===== src/hw/rtl/frgcd_pkg.sv =====
package frgcd_pkg;

  localparam int unsigned WIDTH = 32;
  localparam int unsigned CNT_W = $clog2(WIDTH);

  typedef struct packed {
    logic busy;
    logic done;
  } unit_stat_t;

  function automatic logic [WIDTH-1:0] magnitude(input logic [WIDTH-1:0] raw);
    logic [WIDTH-1:0] mag;
    mag = raw[WIDTH-1] ? (~raw + WIDTH'(1)) : raw;
    return mag;
  endfunction

endpackage


===== src/hw/rtl/frgcd_gcd.sv =====
module frgcd_gcd (
  input  logic                         clk_i,
  input  logic                         rst_ni,
  input  logic                         start_i,
  input  logic [frgcd_pkg::WIDTH-1:0]  a_i,
  input  logic [frgcd_pkg::WIDTH-1:0]  b_i,
  output frgcd_pkg::unit_stat_t        stat_o,
  output logic [frgcd_pkg::WIDTH-1:0]  gcd_o
);
  import frgcd_pkg::*;

  // Binary gcd, one step per cycle; operands must both be nonzero.
  logic [WIDTH-1:0] u_q, u_d, v_q, v_d, g_q, g_d;
  logic [CNT_W-1:0] k_q, k_d;
  logic             busy_q, busy_d, done_q, done_d;
  logic             u_gt_v;
  logic [WIDTH-1:0] diff;

  assign u_gt_v = u_q > v_q;
  assign diff   = u_gt_v ? (u_q - v_q) : (v_q - u_q);

  always_comb begin
    u_d    = u_q;
    v_d    = v_q;
    k_d    = k_q;
    g_d    = g_q;
    busy_d = busy_q;
    done_d = 1'b0;
    if (start_i) begin
      u_d    = a_i;
      v_d    = b_i;
      k_d    = '0;
      busy_d = 1'b1;
    end else if (busy_q) begin
      if (v_q == '0) begin
        g_d    = u_q << k_q;
        busy_d = 1'b0;
        done_d = 1'b1;
      end else if (!u_q[0] && !v_q[0]) begin
        u_d = u_q >> 1;
        v_d = v_q >> 1;
        k_d = k_q + CNT_W'(1);
      end else if (!u_q[0]) begin
        u_d = u_q >> 1;
      end else if (!v_q[0]) begin
        v_d = v_q >> 1;
      end else begin
        if (u_gt_v) begin
          u_d = v_q;
        end
        v_d = diff;
      end
    end
  end

  always_ff @(posedge clk_i or negedge rst_ni) begin
    if (!rst_ni) begin
      busy_q <= 1'b0;
      done_q <= 1'b0;
    end else begin
      busy_q <= busy_d;
      done_q <= done_d;
    end
  end

  always_ff @(posedge clk_i) begin
    u_q <= u_d;
    v_q <= v_d;
    k_q <= k_d;
    g_q <= g_d;
  end

  assign stat_o.busy = busy_q;
  assign stat_o.done = done_q;
  assign gcd_o       = g_q;

endmodule


===== src/hw/rtl/frgcd_div.sv =====
module frgcd_div (
  input  logic                         clk_i,
  input  logic                         rst_ni,
  input  logic                         start_i,
  input  logic [frgcd_pkg::WIDTH-1:0]  dividend_i,
  input  logic [frgcd_pkg::WIDTH-1:0]  divisor_i,
  output frgcd_pkg::unit_stat_t        stat_o,
  output logic [frgcd_pkg::WIDTH-1:0]  quot_o
);
  import frgcd_pkg::*;

  localparam logic [CNT_W-1:0] LAST = CNT_W'(WIDTH - 1);

  // Restoring division, one quotient bit per cycle.
  logic [WIDTH-1:0] rem_q, rem_d, quo_q, quo_d, dvs_q, dvs_d;
  logic [CNT_W-1:0] cnt_q, cnt_d;
  logic             busy_q, busy_d, done_q, done_d;
  logic [WIDTH:0]   rem_sh, dvs_ext, rem_sub;
  logic             ge;

  assign rem_sh  = {rem_q, quo_q[WIDTH-1]};
  assign dvs_ext = {1'b0, dvs_q};
  assign ge      = rem_sh >= dvs_ext;
  assign rem_sub = rem_sh - dvs_ext;

  always_comb begin
    rem_d  = rem_q;
    quo_d  = quo_q;
    dvs_d  = dvs_q;
    cnt_d  = cnt_q;
    busy_d = busy_q;
    done_d = 1'b0;
    if (start_i) begin
      rem_d  = '0;
      quo_d  = dividend_i;
      dvs_d  = divisor_i;
      cnt_d  = '0;
      busy_d = 1'b1;
    end else if (busy_q) begin
      rem_d = ge ? rem_sub[WIDTH-1:0] : rem_sh[WIDTH-1:0];
      quo_d = {quo_q[WIDTH-2:0], ge};
      cnt_d = cnt_q + CNT_W'(1);
      if (cnt_q == LAST) begin
        busy_d = 1'b0;
        done_d = 1'b1;
      end
    end
  end

  always_ff @(posedge clk_i or negedge rst_ni) begin
    if (!rst_ni) begin
      busy_q <= 1'b0;
      done_q <= 1'b0;
    end else begin
      busy_q <= busy_d;
      done_q <= done_d;
    end
  end

  always_ff @(posedge clk_i) begin
    rem_q <= rem_d;
    quo_q <= quo_d;
    dvs_q <= dvs_d;
    cnt_q <= cnt_d;
  end

  assign stat_o.busy = busy_q;
  assign stat_o.done = done_q;
  assign quot_o      = quo_q;

endmodule


===== src/hw/rtl/fraction_reduce_gcd_core.sv =====
// An item with a zero operand goes straight to the done state; otherwise the
// binary gcd runs first and the one divider then forms the two quotients,
// numerator by gcd and then denominator by gcd.
// Throughput: one item at a time, next accept in the cycle after the result loads;
// in_stall_o is high from accept until the result moves into the output register,
// which waits while an older item there is stalled.
module fraction_reduce_gcd_core (
  input  logic                          clk_i,
  input  logic                          rst_ni,
  input  logic                          in_valid_i,
  output logic                          in_stall_o,
  input  logic [frgcd_pkg::WIDTH-1:0]   num_in_i,
  input  logic [frgcd_pkg::WIDTH-1:0]   den_in_i,
  output logic                          out_valid_o,
  input  logic                          out_stall_i,
  output logic [frgcd_pkg::WIDTH-1:0]   num_out_o,
  output logic [frgcd_pkg::WIDTH-2:0]   den_out_o
);
  import frgcd_pkg::*;

  typedef enum logic [2:0] {
    S_IDLE,
    S_GCD,
    S_DIVA,
    S_DIVB,
    S_DONE
  } state_e;

  state_e           state_q;
  logic [WIDTH-1:0] a_q, b_q, qa_q, res_num_q, num_out_q;
  logic [WIDTH-2:0] res_den_q, den_out_q;
  logic             neg_q, gcd_start_q, div_start_q, out_valid_q;
  logic [WIDTH-1:0] a_in, b_in, gcd, quot, dividend;
  logic             in_acc, out_free;
  unit_stat_t       gcd_stat, div_stat;

  assign a_in     = magnitude(num_in_i);
  assign b_in     = magnitude(den_in_i);
  assign in_acc   = in_valid_i && !in_stall_o;
  assign out_free = !out_valid_q || !out_stall_i;
  assign dividend = (state_q == S_DIVB) ? b_q : a_q;

  frgcd_gcd u_gcd (
    .clk_i   (clk_i),
    .rst_ni  (rst_ni),
    .start_i (gcd_start_q),
    .a_i     (a_q),
    .b_i     (b_q),
    .stat_o  (gcd_stat),
    .gcd_o   (gcd)
  );

  frgcd_div u_div (
    .clk_i      (clk_i),
    .rst_ni     (rst_ni),
    .start_i    (div_start_q),
    .dividend_i (dividend),
    .divisor_i  (gcd),
    .stat_o     (div_stat),
    .quot_o     (quot)
  );

  always_ff @(posedge clk_i or negedge rst_ni) begin
    if (!rst_ni) begin
      state_q     <= S_IDLE;
      gcd_start_q <= 1'b0;
      div_start_q <= 1'b0;
      out_valid_q <= 1'b0;
    end else begin
      gcd_start_q <= (state_q == S_IDLE) && in_acc && (a_in != '0) && (b_in != '0);
      div_start_q <= (state_q == S_GCD && gcd_stat.done) ||
                     (state_q == S_DIVA && div_stat.done);
      out_valid_q <= (state_q == S_DONE && out_free) || (out_valid_q && out_stall_i);
      case (state_q)
        S_IDLE: begin
          if (in_acc) begin
            if (a_in == '0 || b_in == '0) begin
              state_q <= S_DONE;
            end else begin
              state_q <= S_GCD;
            end
          end
        end
        S_GCD: begin
          if (gcd_stat.done) begin
            state_q <= S_DIVA;
          end
        end
        S_DIVA: begin
          if (div_stat.done) begin
            state_q <= S_DIVB;
          end
        end
        S_DIVB: begin
          if (div_stat.done) begin
            state_q <= S_DONE;
          end
        end
        S_DONE: begin
          if (out_free) begin
            state_q <= S_IDLE;
          end
        end
        default: state_q <= S_IDLE;
      endcase
    end
  end

  always_ff @(posedge clk_i) begin
    if (in_acc) begin
      a_q       <= a_in;
      b_q       <= b_in;
      neg_q     <= num_in_i[WIDTH-1] ^ den_in_i[WIDTH-1];
      res_num_q <= '0;
      res_den_q <= (a_in == '0 && b_in != '0) ? (WIDTH-1)'(1) : '0;
    end
    if (state_q == S_DIVA && div_stat.done) begin
      qa_q <= quot;
    end
    if (state_q == S_DIVB && div_stat.done) begin
      res_num_q <= neg_q ? (~qa_q + WIDTH'(1)) : qa_q;
      res_den_q <= quot[WIDTH-2:0];
    end
    if (state_q == S_DONE && out_free) begin
      num_out_q <= res_num_q;
      den_out_q <= res_den_q;
    end
  end

  assign in_stall_o  = (state_q != S_IDLE);
  assign out_valid_o = out_valid_q;
  assign num_out_o   = num_out_q;
  assign den_out_o   = den_out_q;

  a_acc_busy: assert property (@(posedge clk_i) disable iff (!rst_ni)
    in_valid_i && !in_stall_o |=> in_stall_o)
    else $error("accepted item did not make the block busy");

  a_one_unit: assert property (@(posedge clk_i) disable iff (!rst_ni)
    !(gcd_stat.busy && div_stat.busy))
    else $error("gcd and divider busy together");

  a_div_start: assert property (@(posedge clk_i) disable iff (!rst_ni)
    div_start_q |-> (state_q == S_DIVA || state_q == S_DIVB))
    else $error("divider started outside a divide phase");

  a_load: assert property (@(posedge clk_i) disable iff (!rst_ni)
    $rose(out_valid_q) |-> $past(state_q == S_DONE))
    else $error("result presented without completing an item");

endmodule


===== config.mk =====
export PLATFORM = sky130hd
export DESIGN_NAME = fraction_reduce_gcd_core
export DESIGN_NICKNAME = d
export VERILOG_FILES = /design/src/hw/rtl/frgcd_pkg.sv /design/src/hw/rtl/frgcd_gcd.sv /design/src/hw/rtl/frgcd_div.sv /design/src/hw/rtl/fraction_reduce_gcd_core.sv
export SDC_FILE = /design/constraint.sdc
export NUM_CORES = 1
export LEC_CHECK = 0
export BUFFER_PORTS_ARGS = -buffer_cell sky130_fd_sc_hd__buf_2
export CORE_UTILIZATION = 35
export DETAILED_ROUTE_END_ITERATION = 6
export SYNTH_ARGS = -nofsm -noshare
export SYNTH_HDL_FRONTEND = slang
export SYNTH_HIERARCHICAL = 1
export SYNTH_SLANG_ARGS = --single-unit

===== constraint.sdc =====
create_clock -name clk_i -period 4.3 [get_ports clk_i]
set_clock_uncertainty 0.1 [all_clocks]
set_input_delay 0.86 -clock clk_i [delete_from_list [all_inputs] [get_ports clk_i]]
set_output_delay 0.86 -clock clk_i [all_outputs]
set_load 0.02 [all_outputs]

Word-level counts from Yosys, hierarchy flattened --
Index checks and enable logic that the tools add are counted. W data, S select, Z words.
Word-level totals: register bits 435, bits of input ports 68, output and inout bits 65
Cells by class: $add $sub $neg 8, $lt $le $gt $ge 2, eq/ne operators 13, shift-type cells 1, multiplexer cells 45, bitwise gates (word level) 6, reduce and logical (&&, ||, !) cells 37
Operators by type and width (number):
- $mux W32 | 23
- $add A32 B1 Y32 const B | 3
- $logic_not A32 Y1 | 3
- $not A32 Y32 | 3
- $sub A32 B32 Y32 | 3
- $reduce_bool A32 Y1 | 2
- $mux W31 | 2
- $ge A33 B32 Y1 | 1
- $gt A32 B32 Y1 | 1
- $shl A32 B5 Y32 | 1
- $mux W3 | 6
- $pmux W3 S5 | 1
- $mux W1 | 13
- $logic_and A1 B1 Y1 | 11
- $add A5 B1 Y5 const B | 2
- $reduce_and A3 Y1 | 3
- $ne A4 B4 Y1 const B | 2
- $eq A3 B2 Y1 const B | 2
- $ne A2 B1 Y1 const B | 3
- $ne A2 B2 Y1 const B | 3
- $reduce_bool A2 Y1 | 3
- $reduce_bool A3 Y1 | 2
- $eq A5 B5 Y1 const B | 1
- $logic_not A1 Y1 | 5
- 9 further kinds | 13

Logic depth before layout (Yosys ltp) --
word-level depth 8, depth in mapped cells 14, depth with buffers taken out 12

By module --
Netlist, hierarchy kept.
By module, submodules not included:
- fraction_reduce_gcd_core | times used 1, cells each 805, area each 10597.7 sq um
- frgcd_gcd | times used 1, cells each 1181, area each 9781.9 sq um
- frgcd_div | times used 1, cells each 571, area each 5962.0 sq um

Worst setup path after synthesis --
OpenSTA, ideal clock, no wires.
path type register to register, start register state_q[1], end register den_out_q[0], in the netlist den_out_o[0], enable pin, library setup time 0.505 ns, arrival 3.992 ns, required time 3.695 ns, path slack -0.297 ns, stages on the path, launching flop included 4, path through dfrtp_1 clkbuf_1 or3_1 a21oi_1
On the way: word-level cells in the longest chain between the ends 2
Ends and longest elaborated chain:
- start, declared | RTL line fraction_reduce_gcd_core.sv:29 | state_e state_q;
- start signal, assigned | RTL line fraction_reduce_gcd_core.sv:65 | state_q <= S_IDLE;
- start signal, assigned | RTL line fraction_reduce_gcd_core.sv:78 | state_q <= S_DONE;
- start signal, assigned | RTL line fraction_reduce_gcd_core.sv:80 | state_q <= S_GCD;
- $eq A3 B3 Y1 | RTL line fraction_reduce_gcd_core.sv:124 | if (state_q == S_DONE && out_free) begin
- $logic_and A1 B1 Y1 | RTL line fraction_reduce_gcd_core.sv:124
- end signal, assigned | RTL line fraction_reduce_gcd_core.sv:126 | den_out_q <= res_den_q;
- end, declared | RTL line fraction_reduce_gcd_core.sv:31 | logic [WIDTH-2:0] res_den_q, den_out_q;
Every way passes these cells. A chain may end at the register's enable or synchronous reset.

Worst setup path in the final report --
start register u_gcd.u_q[4], end register u_gcd.v_q[27] (data pin)
On the way: word-level cells in the longest chain between the ends 8, elaborated cells between the ends (all ways) 10
Ends and longest elaborated chain:
- start, declared | RTL line frgcd_gcd.sv:13 | logic [WIDTH-1:0] u_q, u_d, v_q, v_d, g_q, g_d;
- start signal, assigned | RTL line frgcd_gcd.sv:67 | u_q <= u_d;
- $sub A32 B32 Y32 / $gt A32 B32 Y1 (equally long branches) | RTL line frgcd_gcd.sv:20, frgcd_gcd.sv:19
- $mux W32 (*) | RTL line frgcd_gcd.sv:20 | assign diff = u_gt_v ? (u_q - v_q) : (v_q - u_q);
- $mux W32 (*) | RTL line frgcd_gcd.sv:45 | end else if (!v_q[0]) begin
- $mux W32 (*) | RTL line frgcd_gcd.sv:43 | end else if (!u_q[0]) begin
- $mux W32 (*) | RTL line frgcd_gcd.sv:39 | end else if (!u_q[0] && !v_q[0]) begin
- $mux W32 (*) | RTL line frgcd_gcd.sv:35 | if (v_q == '0) begin
- $mux W32 (*) | RTL line frgcd_gcd.sv:34 | end else if (busy_q) begin
- $mux W32 (*) | RTL line frgcd_gcd.sv:29 | if (start_i) begin
- named net u_gcd.v_d[27] | RTL line frgcd_gcd.sv:13
- end signal, assigned | RTL line frgcd_gcd.sv:68 | v_q <= v_d;
- end, declared | RTL line frgcd_gcd.sv:13
Mark *: on every way through the listed nets, which the timed path passes. The rest lies on a longest branch. The select of a mux whose other input is x is not followed.

==> metrics.cfg <==
[outcome]
status=complete, no violations

[final_layout]
final_core_utilization=0.398
regArea_sq_um=12600
area_growth_pct=12.6
drive_gt1_frac=0.154
n_fill_cell=7201
final_cell_mix=edfxtp_1 (383), nand2_1 (228), nor2_1 (204)
fin_nets=2837
layout_commonest_cell=edfxtp_1
multi_input_area_sq_um=12600

[logic_synthesis]
synthCells=2555
synth_warnings=6
syn-num-nets=2729
synth_area_per_cell_sq_um=10.3
synth_area_sq_um=26300

[die]
die_h_um=276
rows=100
core-area_sq_um=74400
initial_core_util=0.354
pin_count=133
die_area_sq_um=76300
die_width_um=276

[power_and_ir_drop]
power_density_nw_per_um2=650
power_mw=19.2
leakage_nw=10.8
irDropWorstVdd_uv=300

[clock_tree]
cts_buffers=48
cts_tree=done
postCtsResizedCells=0
cts.sinks=435
postCtsSetupRepairBufs=0
ctsRootBufferMaster=clkbuf_16
insertion_delay_ns=0.60
holdBufCountCts=0
cts_max_level=2
clkTransAtPathRegs_ns=0.06
clockBufferDepth=3

[worst_hold_path]
hp-class=in2async

[sta]
min_period_ns=4.02
setup_tns_ns=0
rsz0062_at_grt=no
setup_viol=0
hold_viol=0
slew_violations=0
timing.fmax_ghz=0.249
fin_crit_sh=0.934
worst_slew_pin_slew_ns=1.07
relSlewSlack=0.284

[global_routing]
grt_pass1_wl_mm=119
grt_overflow=0
track_usage=0.199
grt_max_degree=107
grt_antenna_before_repair=2
grt_pass1_vias=19800

[routing]
avgViaCountPerCell=5.51
drt-pass1-iter-count=5
ant_nets=0
first_iter_violations=1829
drc=0
routed_wl_mm=77.9
wl_per_cell_um=21.2
num_vias=20200

[setup_path]
worstSetupPathType=reg2reg
critical_path.max_stage_delay_ns=0.80
cp_max_fo=9
crit_chain=inv_1 -> ha_1 -> a21oi_1 -> o21ai_0 -> o31ai_1 -> buf_4 -> a2111oi_0 -> o21ai_0 -> a32oi_1 -> mux2i_1 -> o311ai_0
cp_num_buf_inv=2
cpMostUsedCell=o21ai_0
crit_arrival_ns=4.22
rr_worst_depth=11
endpoint_kind=flop
crit_path_start_kind=flop
cp.depth=11
crit_required_ns=4.51
critPathTopFamily=compound AO/OA/AOI/OAI gates
slowest_stage=a2111oi_0

[placed_design]
routabilityCongestion=0.985
io_buffer_count=132
dp_hpwl_mm=60.1

[job]
max_cap_violations=0

-- state kept, by name, indices dropped and copies added, names as in the netlist, 31 cells and up --
signal        flops
u_gcd/v_q        32
num_out_o        32
b_q              32
a_q              32
den_out_o        31
u_div/rem_q      32
u_gcd/u_q        32
res_num_q        32
u_div/dvs_q      32
u_div/quot_o     32
u_gcd/gcd_o      32
res_den_q        31
qa_q             32
-- metrics by stage --
stage               instance area, sq um  hold slack, ns  instances  worst slack, ns
global placement                   28200           0.303       3582            0.145
global route                       29600          0.0511       3671           0.0797
detailed placement                 28200           0.305       3582           0.0976
finish                             29600          0.0515       3672            0.283
CTS                                29600          0.0250       3671            0.333
floorplan                          26300           0.300       2555            0.336
-- power breakdown --
| group | internal, mW | total [mW] | leakage [nW] | switching (mW) |
|---|---|---|---|---|
| combinational | 3.66 | 9.55 | 6.20 | 5.89 |
| sequential | 5.34 | 5.91 | 3.89 | 0.571 |
| clock | 2.09 | 3.79 | 0.691 | 1.70 |
-- final timing paths --
path                                  from         endpoint  slack, ns
max in group asynchronous           rst_ni      div_start_q       3.77
setup reg to reg              u_gcd/u_q[4]    u_gcd/v_q[27]       0.28
setup / recovery              u_gcd/u_q[4]    u_gcd/v_q[27]       0.28
hold / removal                      rst_ni      gcd_start_q       0.05
hold reg to reg            u_gcd/gcd_o[31]  u_div/dvs_q[31]       0.31
min in group clk_i         u_gcd/gcd_o[31]  u_div/dvs_q[31]       0.31
-- metal layers --
| metal | vias up | wire length [um] | global-route usage |
|---|---|---|---|
| li1 | 9608 | - | - |
| met1 | 9839 | 34100 | 0.261 |
| met2 | 640 | 37400 | 0.338 |
| met3 | 132 | 4030 | 0.0287 |
| met4 | 0 | 2320 | 0.0600 |
| met5 | - | 0 | 0 |
-- final cells by class --
class	count	area share
sequential	435	0.425
clock inverter	27	0.00587
tap	969	0.0409
clock buffer	62	0.0426
antenna	1	0.0000845
timing repair buffer	212	0.0438
inverter	139	0.0176
multi-input combinational	1827	0.424
-- worst register-to-register path, cell delays in order (launching register included) --
cell,delay (ns)
edfxtp_1,0.48
inv_1,0.10
ha_1,0.49
a21oi_1,0.12
o21ai_0,0.33
o31ai_1,0.14
buf_4,0.18
a2111oi_0,0.81
o21ai_0,0.24
a32oi_1,0.29
mux2i_1,0.26
o311ai_0,0.18
No activity file was read; power rests on OpenSTA's default activity.
